$ cat config.mk
export PLATFORM = sky130hd
export DESIGN_NAME = batched_ring_fifo_with_signals
export DESIGN_NICKNAME = d
export VERILOG_FILES = /design/src/rtl/rbf_pkg.sv /design/src/rtl/rbf_slot_mem.sv /design/src/rtl/rbf_seq.sv /design/src/rtl/batched_ring_fifo_with_signals.sv
export SDC_FILE = /design/constraint.sdc
export NUM_CORES = 1
export LEC_CHECK = 0
export CORE_MARGIN = 2
export CORE_UTILIZATION = 51
export CTS_CLUSTER_DIAMETER = 100
export DETAILED_ROUTE_END_ITERATION = 12
export DONT_BUFFER_PORTS = 1
export GPL_ROUTABILITY_DRIVEN = 1
export PLACE_DENSITY = 0.66
export SYNTH_ARGS = -nofsm -noshare
export SYNTH_HDL_FRONTEND = slang
export SYNTH_SLANG_ARGS = --single-unit
$ cat constraint.sdc
create_clock -name clk_i -period 23.3 [get_ports clk_i]
set_input_delay 3.495 -clock clk_i [delete_from_list [all_inputs] [get_ports clk_i]]
set_output_delay 3.495 -clock clk_i [all_outputs]
set_load 0.01 [all_outputs]
$ cat src/rtl/rbf_pkg.sv
// Shared types and codes for the batched ring FIFO.
// No dependencies; used by the sequencer and the top level.
package rbf_pkg;

  // widths fixed by the register map and the beat fields
  localparam int unsigned CAP_W        = 5;
  localparam int unsigned EB_W         = 4;
  localparam int unsigned CFG_DATA_W   = 5;
  localparam int unsigned CFG_IDX_W    = 1;
  localparam int unsigned MODE_W       = 2;
  localparam int unsigned COUNT_W      = 16;
  localparam int unsigned ELEM_PORT_W  = 64;
  localparam int unsigned ACT_W        = 5;
  localparam int unsigned MAX_OUT      = 16;

  // register indexes
  localparam logic [CFG_IDX_W-1:0] CFG_CAPACITY  = 1'd0;
  localparam logic [CFG_IDX_W-1:0] CFG_ELEM_BYTES = 1'd1;

  // reset values of the registers
  localparam logic [CAP_W-1:0] CAP_RESET = 5'd16;
  localparam logic [EB_W-1:0]  EB_RESET  = 4'd8;

  // operation codes carried by the mode field
  typedef enum logic [MODE_W-1:0] {
    MODE_WRITE = 2'd0,
    MODE_READ  = 2'd1,
    MODE_CLOSE = 2'd2
  } mode_e;

  // result status codes
  typedef enum logic [1:0] {
    ST_OK           = 2'd0,
    ST_OUT_OF_RANGE = 2'd1,
    ST_SHOULD_WAIT  = 2'd2,
    ST_PEER_CLOSED  = 2'd3
  } status_e;

  // sequencer states
  typedef enum logic [2:0] {
    S_IDLE,
    S_WRITE,
    S_READ_CHK,
    S_READ_REQ,
    S_READ_OUT,
    S_RESULT
  } state_e;

  // one result beat handed from the sequencer to the output register
  typedef struct packed {
    status_e                  status;
    logic [ELEM_PORT_W-1:0]   element;
    logic [ACT_W-1:0]         count;
    logic                     last;
    logic                     readable;
    logic                     writable;
    logic                     peer_gone;
  } res_t;

endpackage

$ cat src/rtl/rbf_slot_mem.sv
// Element slot storage: one write port, one read port with registered data.
// No package dependencies.
module rbf_slot_mem #(
  parameter int unsigned DEPTH = 16,
  parameter int unsigned WIDTH = 64,
  parameter int unsigned AW    = 4
) (
  input  logic             clk_i,
  input  logic             we_i,
  input  logic [AW-1:0]    waddr_i,
  input  logic [WIDTH-1:0] wdata_i,
  input  logic             re_i,
  input  logic [AW-1:0]    raddr_i,
  output logic [WIDTH-1:0] rdata_o
);

  logic [WIDTH-1:0] mem_q [DEPTH];
  logic [WIDTH-1:0] rdata_q;

  // write port
  always_ff @(posedge clk_i) begin
    if (we_i) begin
      mem_q[waddr_i] <= wdata_i;
    end
  end

  // read port, data registered
  always_ff @(posedge clk_i) begin
    if (re_i) begin
      rdata_q <= mem_q[raddr_i];
    end
  end

  assign rdata_o = rdata_q;

endmodule

$ cat src/rtl/rbf_seq.sv
// Sequencer of the batched ring FIFO: registers, ring indices, batch state,
// and one step per cycle over the slot memory unless the result side stalls. Uses rbf_pkg.
module rbf_seq #(
  parameter int unsigned DEPTH     = 16,
  parameter int unsigned ELEM_BITS = 64
) (
  input  logic                              clk_i,
  input  logic                              rst_ni,
  // register writes
  input  logic                              cfg_we_i,
  input  logic [rbf_pkg::CFG_IDX_W-1:0]     cfg_index_i,
  input  logic [rbf_pkg::CFG_DATA_W-1:0]    cfg_data_i,
  // input beat
  input  logic                              in_valid_i,
  output logic                              in_ready_o,
  input  logic [rbf_pkg::MODE_W-1:0]        mode_i,
  input  logic [rbf_pkg::EB_W-1:0]          claimed_size_i,
  input  logic [rbf_pkg::ELEM_PORT_W-1:0]   element_in_i,
  input  logic                              last_in_batch_i,
  input  logic [rbf_pkg::COUNT_W-1:0]       request_count_i,
  // result beat
  output logic                              res_valid_o,
  input  logic                              res_ready_i,
  output rbf_pkg::res_t                     res_o,
  // slot memory
  output logic                              mem_we_o,
  output logic [((DEPTH > 1) ? $clog2(DEPTH) : 1)-1:0] mem_waddr_o,
  output logic [ELEM_BITS-1:0]              mem_wdata_o,
  output logic                              mem_re_o,
  output logic [((DEPTH > 1) ? $clog2(DEPTH) : 1)-1:0] mem_raddr_o,
  input  logic [ELEM_BITS-1:0]              mem_rdata_i
);

  localparam int unsigned IW = (DEPTH > 1) ? $clog2(DEPTH) : 1;
  localparam int unsigned OW = $clog2(DEPTH + 1);
  localparam int unsigned AW = rbf_pkg::ACT_W;

  rbf_pkg::state_e state_q, state_d;

  // configuration
  logic [rbf_pkg::CAP_W-1:0] capacity_q, capacity_d;
  logic [rbf_pkg::EB_W-1:0]  elem_bytes_q, elem_bytes_d;

  // ring and batch state
  logic [IW-1:0] wi_q, wi_d, ri_q, ri_d;
  logic [OW-1:0] occ_q, occ_d;
  logic [OW-1:0] bacc_q, bacc_d;
  logic [OW-1:0] broom_q, broom_d;
  logic          bopen_q, bopen_d;
  logic          peer_q, peer_d;

  // latched item
  logic [rbf_pkg::EB_W-1:0]        claimed_q;
  logic [rbf_pkg::ELEM_PORT_W-1:0] data_q;
  logic                            last_q;
  logic [rbf_pkg::COUNT_W-1:0]     count_q;

  // pending result and read burst bookkeeping
  rbf_pkg::status_e res_status_q, res_status_d;
  logic [AW-1:0]    res_count_q, res_count_d;
  logic [AW-1:0]    rd_n_q, rd_n_d;
  logic [AW-1:0]    rd_left_q, rd_left_d;
  logic             rd_readable_q, rd_readable_d;
  logic             rd_writable_q, rd_writable_d;

  logic             in_fire;
  logic [OW-1:0]    cap;
  logic [ELEM_BITS-1:0] mask;
  logic [3:0]       eb_clamped;
  logic [6:0]       mask_bits;

  // write step terms
  logic [OW-1:0]    j_acc, j_room, w_acc, w_room, w_acc2;
  logic             w_take;

  // read check terms
  logic             rd_bad;
  logic [rbf_pkg::COUNT_W-1:0] occ_wide, n_full;
  logic [AW-1:0]    rd_n;
  logic [OW-1:0]    occ_after;

  function automatic logic [IW-1:0] next_idx(input logic [IW-1:0] i, input logic [OW-1:0] c);
    logic [OW-1:0] inc;
    inc = OW'(i) + OW'(1);
    return (inc >= c) ? '0 : (i + IW'(1));
  endfunction

  assign in_ready_o = (state_q == rbf_pkg::S_IDLE);
  assign in_fire    = in_valid_i && in_ready_o;

  // slots in use, clamped to 1..DEPTH
  always_comb begin
    if (capacity_q == '0) begin
      cap = OW'(1);
    end else if (int'(capacity_q) > DEPTH) begin
      cap = OW'(DEPTH);
    end else begin
      cap = OW'(capacity_q);
    end
  end

  // element mask from the configured byte count
  always_comb begin
    eb_clamped = (elem_bytes_q > 4'd8) ? 4'd8 : elem_bytes_q;
    mask_bits  = {eb_clamped, 3'b000};
    for (int k = 0; k < ELEM_BITS; k++) begin
      mask[k] = (k < int'(mask_bits));
    end
  end

  // batch judgment and accept decision for one write element
  always_comb begin
    j_acc  = '0;
    j_room = '0;
    if (peer_q) begin
      j_acc = OW'(rbf_pkg::ST_PEER_CLOSED);
    end else if (claimed_q != elem_bytes_q) begin
      j_acc = OW'(rbf_pkg::ST_OUT_OF_RANGE);
    end else begin
      j_room = (occ_q >= cap) ? '0 : (cap - occ_q);
      if (j_room == '0) begin
        j_acc = OW'(rbf_pkg::ST_SHOULD_WAIT);
      end
    end
    w_acc  = bopen_q ? bacc_q : j_acc;
    w_room = bopen_q ? broom_q : j_room;
    w_take = (w_room != '0) && (w_acc < w_room) && (occ_q < cap);
    w_acc2 = w_acc + OW'(w_take);
  end

  // read request check and burst length
  always_comb begin
    rd_bad    = (claimed_q != elem_bytes_q) || (count_q == '0);
    occ_wide  = rbf_pkg::COUNT_W'(occ_q);
    n_full    = (count_q < occ_wide) ? count_q : occ_wide;
    rd_n      = (n_full > rbf_pkg::COUNT_W'(rbf_pkg::MAX_OUT)) ?
                AW'(rbf_pkg::MAX_OUT) : AW'(n_full);
    occ_after = occ_q - OW'(rd_n);
  end

  // next state
  always_comb begin
    state_d = state_q;
    case (state_q)
      rbf_pkg::S_IDLE: begin
        if (in_fire) begin
          case (mode_i)
            rbf_pkg::MODE_WRITE: state_d = rbf_pkg::S_WRITE;
            rbf_pkg::MODE_READ:  state_d = rbf_pkg::S_READ_CHK;
            rbf_pkg::MODE_CLOSE: state_d = rbf_pkg::S_RESULT;
            default:             state_d = rbf_pkg::S_IDLE;
          endcase
        end
      end
      rbf_pkg::S_WRITE: begin
        state_d = last_q ? rbf_pkg::S_RESULT : rbf_pkg::S_IDLE;
      end
      rbf_pkg::S_READ_CHK: begin
        state_d = (rd_bad || (occ_q == '0)) ? rbf_pkg::S_RESULT : rbf_pkg::S_READ_REQ;
      end
      rbf_pkg::S_READ_REQ: begin
        state_d = rbf_pkg::S_READ_OUT;
      end
      rbf_pkg::S_READ_OUT: begin
        if (res_ready_i) begin
          state_d = (rd_left_q == AW'(1)) ? rbf_pkg::S_IDLE : rbf_pkg::S_READ_REQ;
        end
      end
      rbf_pkg::S_RESULT: begin
        if (res_ready_i) begin
          state_d = rbf_pkg::S_IDLE;
        end
      end
      default: state_d = rbf_pkg::S_IDLE;
    endcase
  end

  // datapath and outputs
  always_comb begin
    capacity_d    = capacity_q;
    elem_bytes_d  = elem_bytes_q;
    wi_d          = wi_q;
    ri_d          = ri_q;
    occ_d         = occ_q;
    bacc_d        = bacc_q;
    broom_d       = broom_q;
    bopen_d       = bopen_q;
    peer_d        = peer_q;
    res_status_d  = res_status_q;
    res_count_d   = res_count_q;
    rd_n_d        = rd_n_q;
    rd_left_d     = rd_left_q;
    rd_readable_d = rd_readable_q;
    rd_writable_d = rd_writable_q;
    mem_we_o      = 1'b0;
    mem_re_o      = 1'b0;
    mem_waddr_o   = wi_q;
    mem_raddr_o   = ri_q;
    mem_wdata_o   = data_q[ELEM_BITS-1:0] & mask;
    res_valid_o   = 1'b0;
    res_o.status    = res_status_q;
    res_o.element   = '0;
    res_o.count     = res_count_q;
    res_o.last      = 1'b1;
    res_o.readable  = (occ_q != '0);
    res_o.writable  = (occ_q < cap) && !peer_q;
    res_o.peer_gone = peer_q;

    case (state_q)
      rbf_pkg::S_IDLE: begin
        // a close event is settled at once
        if (in_fire && (mode_i == rbf_pkg::MODE_CLOSE)) begin
          peer_d       = 1'b1;
          res_status_d = rbf_pkg::ST_OK;
          res_count_d  = '0;
        end
      end
      rbf_pkg::S_WRITE: begin
        if (w_take) begin
          mem_we_o = 1'b1;
          wi_d     = next_idx(wi_q, cap);
          occ_d    = occ_q + OW'(1);
        end
        if (last_q) begin
          bopen_d = 1'b0;
          bacc_d  = '0;
          broom_d = '0;
          if (w_room == '0) begin
            res_status_d = rbf_pkg::status_e'(w_acc2[1:0]);
            res_count_d  = '0;
          end else begin
            res_status_d = rbf_pkg::ST_OK;
            res_count_d  = AW'(w_acc2);
          end
        end else begin
          bopen_d = 1'b1;
          bacc_d  = w_acc2;
          broom_d = w_room;
        end
      end
      rbf_pkg::S_READ_CHK: begin
        res_count_d = '0;
        if (rd_bad) begin
          res_status_d = rbf_pkg::ST_OUT_OF_RANGE;
        end else if (occ_q == '0) begin
          res_status_d = peer_q ? rbf_pkg::ST_PEER_CLOSED : rbf_pkg::ST_SHOULD_WAIT;
        end else begin
          // flags reflect the state after the whole burst
          rd_n_d        = rd_n;
          rd_left_d     = rd_n;
          rd_readable_d = (occ_after != '0);
          rd_writable_d = (occ_after < cap) && !peer_q;
        end
      end
      rbf_pkg::S_READ_REQ: begin
        mem_re_o = 1'b1;
      end
      rbf_pkg::S_READ_OUT: begin
        res_valid_o    = 1'b1;
        res_o.status   = rbf_pkg::ST_OK;
        res_o.element  = rbf_pkg::ELEM_PORT_W'(mem_rdata_i);
        res_o.count    = rd_n_q;
        res_o.last     = (rd_left_q == AW'(1));
        res_o.readable = rd_readable_q;
        res_o.writable = rd_writable_q;
        if (res_ready_i) begin
          ri_d      = next_idx(ri_q, cap);
          occ_d     = occ_q - OW'(1);
          rd_left_d = rd_left_q - AW'(1);
        end
      end
      rbf_pkg::S_RESULT: begin
        res_valid_o = 1'b1;
      end
      default: begin
        res_valid_o = 1'b0;
      end
    endcase

    // register writes; a capacity write empties the ring
    if (cfg_we_i) begin
      case (cfg_index_i)
        rbf_pkg::CFG_CAPACITY: begin
          capacity_d = cfg_data_i[rbf_pkg::CAP_W-1:0];
          wi_d       = '0;
          ri_d       = '0;
          occ_d      = '0;
          bacc_d     = '0;
          broom_d    = '0;
          bopen_d    = 1'b0;
        end
        rbf_pkg::CFG_ELEM_BYTES: begin
          elem_bytes_d = cfg_data_i[rbf_pkg::EB_W-1:0];
        end
        default: begin
          elem_bytes_d = elem_bytes_q;
        end
      endcase
    end
  end

  // control state
  always_ff @(posedge clk_i or negedge rst_ni) begin
    if (!rst_ni) begin
      state_q       <= rbf_pkg::S_IDLE;
      capacity_q    <= rbf_pkg::CAP_RESET;
      elem_bytes_q  <= rbf_pkg::EB_RESET;
      wi_q          <= '0;
      ri_q          <= '0;
      occ_q         <= '0;
      bacc_q        <= '0;
      broom_q       <= '0;
      bopen_q       <= 1'b0;
      peer_q        <= 1'b0;
      res_status_q  <= rbf_pkg::ST_OK;
      res_count_q   <= '0;
      rd_n_q        <= '0;
      rd_left_q     <= '0;
      rd_readable_q <= 1'b0;
      rd_writable_q <= 1'b0;
    end else begin
      state_q       <= state_d;
      capacity_q    <= capacity_d;
      elem_bytes_q  <= elem_bytes_d;
      wi_q          <= wi_d;
      ri_q          <= ri_d;
      occ_q         <= occ_d;
      bacc_q        <= bacc_d;
      broom_q       <= broom_d;
      bopen_q       <= bopen_d;
      peer_q        <= peer_d;
      res_status_q  <= res_status_d;
      res_count_q   <= res_count_d;
      rd_n_q        <= rd_n_d;
      rd_left_q     <= rd_left_d;
      rd_readable_q <= rd_readable_d;
      rd_writable_q <= rd_writable_d;
    end
  end

  // item capture
  always_ff @(posedge clk_i) begin
    if (in_fire) begin
      claimed_q <= claimed_size_i;
      data_q    <= element_in_i;
      last_q    <= last_in_batch_i;
      count_q   <= request_count_i;
    end
  end

endmodule

$ cat src/rtl/batched_ring_fifo_with_signals.sv
// Top level of the batched ring FIFO: sequencer, slot memory, result register.
// Depends on rbf_pkg, rbf_seq and rbf_slot_mem.
//
// Usage:
//  - input channel (in_valid_i / in_stall_o) carries one operation per beat:
//    a write element (batches close with last_in_batch_i), a read request or
//    a peer-closed event; mode 3 is dropped without a result
//  - output channel (out_valid_o / out_stall_i) carries result beats; a read
//    gives one beat per element, everything else at most one beat
//  - register port (cfg_we_i, cfg_index_i, cfg_data_i) sets capacity and
//    element size; a capacity write empties the ring; write only when idle
//  - steps: a write element holds the input through the write state, and
//    also the result state when it closes a batch; a read has a check, then
//    one memory read and one hand-off per element through the single-port
//    read of the slot memory; every result beat passes the result register
//  - when the receiver stalls, the sequencer waits with its next beat and the
//    input stays stalled until the operation has handed off all its results
//  - reset empties the ring, clears the peer-closed flag and restores
//    capacity 16 and element size 8; slot contents are left as they are
module batched_ring_fifo_with_signals #(
  parameter int unsigned DEPTH     = 16,
  parameter int unsigned ELEM_BITS = 64
) (
  input  logic                             clk_i,
  input  logic                             rst_ni,
  // register port
  input  logic                             cfg_we_i,
  input  logic [rbf_pkg::CFG_IDX_W-1:0]    cfg_index_i,
  input  logic [rbf_pkg::CFG_DATA_W-1:0]   cfg_data_i,
  // input channel
  input  logic                             in_valid_i,
  output logic                             in_stall_o,
  input  logic [rbf_pkg::MODE_W-1:0]       mode_i,
  input  logic [rbf_pkg::EB_W-1:0]         claimed_size_i,
  input  logic [rbf_pkg::ELEM_PORT_W-1:0]  element_in_i,
  input  logic                             last_in_batch_i,
  input  logic [rbf_pkg::COUNT_W-1:0]      request_count_i,
  // output channel
  output logic                             out_valid_o,
  input  logic                             out_stall_i,
  output logic [1:0]                       status_o,
  output logic [rbf_pkg::ELEM_PORT_W-1:0]  element_out_o,
  output logic [rbf_pkg::ACT_W-1:0]        actual_count_o,
  output logic                             last_result_o,
  output logic                             readable_o,
  output logic                             writable_o,
  output logic                             peer_gone_o
);

  localparam int unsigned IW = (DEPTH > 1) ? $clog2(DEPTH) : 1;

  logic                 in_ready;
  logic                 res_valid, res_ready;
  rbf_pkg::res_t        res;
  logic                 mem_we, mem_re;
  logic [IW-1:0]        mem_waddr, mem_raddr;
  logic [ELEM_BITS-1:0] mem_wdata, mem_rdata;

  logic                 out_valid_q, out_valid_d;
  rbf_pkg::res_t        out_q;

  rbf_seq #(
    .DEPTH     (DEPTH),
    .ELEM_BITS (ELEM_BITS)
  ) u_seq (
    .clk_i           (clk_i),
    .rst_ni          (rst_ni),
    .cfg_we_i        (cfg_we_i),
    .cfg_index_i     (cfg_index_i),
    .cfg_data_i      (cfg_data_i),
    .in_valid_i      (in_valid_i),
    .in_ready_o      (in_ready),
    .mode_i          (mode_i),
    .claimed_size_i  (claimed_size_i),
    .element_in_i    (element_in_i),
    .last_in_batch_i (last_in_batch_i),
    .request_count_i (request_count_i),
    .res_valid_o     (res_valid),
    .res_ready_i     (res_ready),
    .res_o           (res),
    .mem_we_o        (mem_we),
    .mem_waddr_o     (mem_waddr),
    .mem_wdata_o     (mem_wdata),
    .mem_re_o        (mem_re),
    .mem_raddr_o     (mem_raddr),
    .mem_rdata_i     (mem_rdata)
  );

  rbf_slot_mem #(
    .DEPTH (DEPTH),
    .WIDTH (ELEM_BITS),
    .AW    (IW)
  ) u_mem (
    .clk_i   (clk_i),
    .we_i    (mem_we),
    .waddr_i (mem_waddr),
    .wdata_i (mem_wdata),
    .re_i    (mem_re),
    .raddr_i (mem_raddr),
    .rdata_o (mem_rdata)
  );

  assign in_stall_o = !in_ready;

  // result register: refills whenever empty or its beat is taken
  assign res_ready = !out_valid_q || !out_stall_i;

  always_comb begin
    out_valid_d = out_valid_q && out_stall_i;
    if (res_valid && res_ready) begin
      out_valid_d = 1'b1;
    end
  end

  always_ff @(posedge clk_i or negedge rst_ni) begin
    if (!rst_ni) begin
      out_valid_q <= 1'b0;
    end else begin
      out_valid_q <= out_valid_d;
    end
  end

  always_ff @(posedge clk_i) begin
    if (res_valid && res_ready) begin
      out_q <= res;
    end
  end

  assign out_valid_o    = out_valid_q;
  assign status_o       = out_q.status;
  assign element_out_o  = out_q.element;
  assign actual_count_o = out_q.count;
  assign last_result_o  = out_q.last;
  assign readable_o     = out_q.readable;
  assign writable_o     = out_q.writable;
  assign peer_gone_o    = out_q.peer_gone;

  // element data only ever rides on a successful read beat
  a_elem_only_ok: assert property (@(posedge clk_i) disable iff (!rst_ni)
    out_valid_o && (element_out_o != '0) |-> (status_o == rbf_pkg::ST_OK))
    else $error("element data on a non-ok result");

  // a gone peer never leaves the ring writable
  a_closed_not_writable: assert property (@(posedge clk_i) disable iff (!rst_ni)
    out_valid_o |-> !(writable_o && peer_gone_o))
    else $error("writable reported after peer closed");

  // no operation moves more elements than one burst allows
  a_count_bound: assert property (@(posedge clk_i) disable iff (!rst_ni)
    out_valid_o |-> (actual_count_o <= 5'd16))
    else $error("actual count above burst limit");

  // the input stays stalled while a result is still being produced
  a_busy_stall: assert property (@(posedge clk_i) disable iff (!rst_ni)
    res_valid |-> in_stall_o)
    else $error("input taken while a result is pending");

endmodule

==> impl_metrics.csv <==
group,metric,value,unit
timing,rsz0062_at_grt,"no",
yosys,syn_avg_cell_area,18.2,sq um
global_routing,grt_max_degree,136,
power,leakagePower,18.4,nW
clock_tree,htreeDepth,4,
floorplanning,num_rows,116,
timing,relSlewSlack,17.5,%
yosys,synth_common_cells,"1,248 x edfxtp_1, 198 x mux2i_1, 143 x o21ai_0",
global_routing,grt_pass1_wl,164,mm
timing,finalSetupViolations,0,
clock_tree,cts_tree,"built",
timing,tns,0,ps
worst_setup_path,worstSetupEndpointType,"flip-flop",
clock_tree,cts.sinks,1305,
place,place_congestion,0.797,
worst_setup_path,path_delay_family,"compound AO/OA/AOI/OAI gates",
yosys,yosysWarnings,0,
yosys,synth_seq_cells,1305,
worst_setup_path,path_class,"flip-flop to flip-flop",
worst_setup_path,cpPeakStageDelay,910,ps
job,drv_cap,0,
layout,layout-drive-gt1-share,15.9,%
power,peakVddDrop,0.0654,mV
routing,drc,0,
power,power,5.98,mW
timing,fmax,151,MHz
clock_tree,clkLatencyLatePin,720,ps
yosys,synth_cell_types,75,
global_routing,grt.total_usage,21.4,%
routing,routed_wl,109,mm
worst_setup_path,critPathMaxFanout,64,
routing,routedWlPerCell,25.7,um
routing,ant_nets,0,
layout,syn_to_final_growth,11.3,%
power,p_per_area,105,nW/um^2
global_routing,antenna_found_initial,2,
timing,slew_violations,0,
timing,worstMarginPinSlew,1240,ps
floorplanning,coreArea,99700,sq um
timing,fin_crit_sh,28.5,%
floorplanning,die_y,321,um
floorplanning,die_w,321,um
clock_tree,root_buffer,"clkbuf_16",
routing,firstDrtPassIters,5,
floorplanning,die_area,103000,sq um
worst_setup_path,cp_cell_sequence,"inv_1, nand2_1, inv_1, ha_1, nor3b_1, a311oi_4, a31oi_1, o2111ai_1, a21oi_1, a22oi_1, ha_1, a21o_1, a21o_1, a21oi_1, nand2_1, a211o_1, nor2_1, buf_4, and4_4, buf_4",
yosys,synth_area,51100,sq um
yosys,async_flop_share,4.37,%
global_routing,grt.overflow.total,0,
clock_tree,cts_resized,0,
clock_tree,clock_path_buffers,3,
worst_setup_path,worstPathArrival,6950,ps
timing,finalHoldViolCount,0,
worst_setup_path,required,23610,ps
yosys,synth.most_common_cell,"edfxtp_1",
place,dp_hpwl,61.0,mm
min_path,min_path_type,"flip-flop to flip-flop",
yosys,seq_area_frac_synth,76.1,%
yosys,syn_inst,2816,
place,port_buffers,0,
yosys,synthFlopType,"edfxtp_1",
yosys,synth_top_area_share,73.3,%
layout,final_nets,2989,
worst_setup_path,worst-path-buf-inv,4,
clock_tree,postCtsSetupRepairBufs,0,
floorplanning,io_pins,175,
timing,hold_slack,498,ps
clock_tree,clk_pin_slew_worst_paths,60,ps
worst_setup_path,start_kind,"flip-flop",
clock_tree,ctsHoldBuffers,0,
routing,num_vias,25500,
routing,drt_iter0_markers,2157,
yosys,ys_top_cells_by_area,"edfxtp_1 73%, mux4_2 5.6%, mux2i_1 3.9%",
run_status,status,"finished clean",
yosys,synth_edf_count,1248,
timing,timing.final.crit_period,6640,ps
global_routing,grt_pass1_vias,26500,
yosys,syn_nets,2953,
clock_tree,cts_buffers,139,
timing,skew,28.5,ps
worst_setup_path,crit_slowest_cell,"buf_4",
floorplanning,start_util,51.3,%
yosys,synth_top_area_cell,"edfxtp_1",
routing,viasPerCell,6.00,
metal layers:
layer / share of wire [%] / GRT usage, %
met1: 42 / 28.2
met4: 2.6 / 7.19
met5: 0 / 0
met3: 4.6 / 3.14
met2: 51 / 36.7
worst reg2reg max path: stages (launching register included):
cell	delay, ps
dfstp_2	590
inv_1	140
nand2_1	190
inv_1	70
ha_1	470
nor3b_1	380
a311oi_4	100
a31oi_1	180
o2111ai_1	230
a21oi_1	740
a22oi_1	170
ha_1	360
a21o_1	170
a21o_1	170
a21oi_1	140
nand2_1	120
a211o_1	400
nor2_1	120
buf_4	260
and4_4	250
buf_4	910
sequential cells by signal, summed over array words and instances, names as in the netlist, 2 cells and up:
register and count:
u_seq.claimed_q 4, u_seq.data_q 64, u_seq.res_status_q 2, u_seq.res_count_q 5, u_seq.capacity_q 5, u_seq.state_q 3, u_seq.rd_n_q 5, u_seq.bacc_q 5
u_seq.occ_q 5, u_seq.mem_waddr_o 4, u_mem.rdata_o 64, u_seq.mem_raddr_o 4, u_seq.broom_q 5, status_o 2, element_out_o 64, u_seq.count_q 16
u_seq.elem_bytes_q 4, u_mem.mem_q 1024, actual_count_o 5, u_seq.rd_left_q 5
through the flow:
stage | area (sq um) | std cells | setup slack [ps] | utilization (%)
after floorplan | 51100 | 2816 | 12740 | -
after global placement | 52600 | 4009 | 16790 | 52.8
after detailed placement | 52600 | 4009 | 16640 | 52.8
after CTS | 56900 | 4246 | 16590 | 57.1
after global routing | 56900 | 4246 | 16200 | 57.1
final | 56900 | 4247 | 16660 | 57.1
final cells by class:
class	instances	area (sq um)
repair buffers	42	328
clock inverters	76	623
diodes	1	2.50
multi-input cells	1336	11700
flip-flops and latches	1305	38900
fillers	7351	42800
clock buffers	161	3650
inverters	28	105
well taps	1298	1620
cells by family after synthesis:
kind of cell	count (synthesis)	synth area share, %
and+or+nand+nor	417	4.24
muxes	395	11.0
AOI/OAI and AO/OA	463	5.93
xor gates and xnor gates	19	0.325
adders and majority gates	42	1.03
DFF	1305	76.1
buffers and inverters	175	1.38
cells in the final DEF, fill, tap and decap left out, drive strengths merged, types with 5 or more instances in the layout:
master and n:
clkinv 59, a22oi 73, and4 7, o21ai 144
and3 10, nand3 7, mux2 69, inv 34
bufinv 8, nand2 136, ha 38, edfxtp 1248
xor2 5, a221oi 65, buf 42, mux2i 198
nor3 10, nor4 6, a32oi 6, mux4 128
nand2b 10, a31oi 9, nor3b 5, clkbuf 161
nand4 6, and2 88, nor2b 57, a21oi 100
dfrtp 55, a211oi 9, a21o 14, nor2 56
o211ai 5, xnor2 14
worst paths after layout:
path / startpoint / end / slack (ps) / cells after the start
worst min-delay path: u_seq.rd_n_q[3]$_DFFE_PN0P_ / u_seq.rd_n_q[3]$_DFFE_PN0P_ / 500 / 2
max in group asynchronous: rst_ni / u_seq.elem_bytes_q[3]$_DFFE_PN1P_ / 20630 / 0
worst max register to register: u_seq.capacity_q[4]$_DFFE_PN1P_ / u_mem.mem_q[10][31]$_DFFE_PP_ / 16660 / 20
min in group asynchronous: rst_ni / u_seq.mem_waddr_o[1]$_DFF_PN0_ / 2470 / 0
worst min register to register: u_seq.rd_n_q[3]$_DFFE_PN0P_ / u_seq.rd_n_q[3]$_DFFE_PN0P_ / 500 / 2
worst max-delay path: u_seq.capacity_q[4]$_DFFE_PN1P_ / u_mem.mem_q[10][31]$_DFFE_PP_ / 16660 / 20
report_power, final:
group / leakage (nW) / switching (mW) / internal (mW)
combinational: 4.20 / 0.573 / 0.376
clock: 2.09 / 0.866 / 1.20
sequential: 12.1 / 0.123 / 2.84
total: 18.4 / 1.56 / 4.42
No activity file was read; power rests on OpenSTA's default activity.
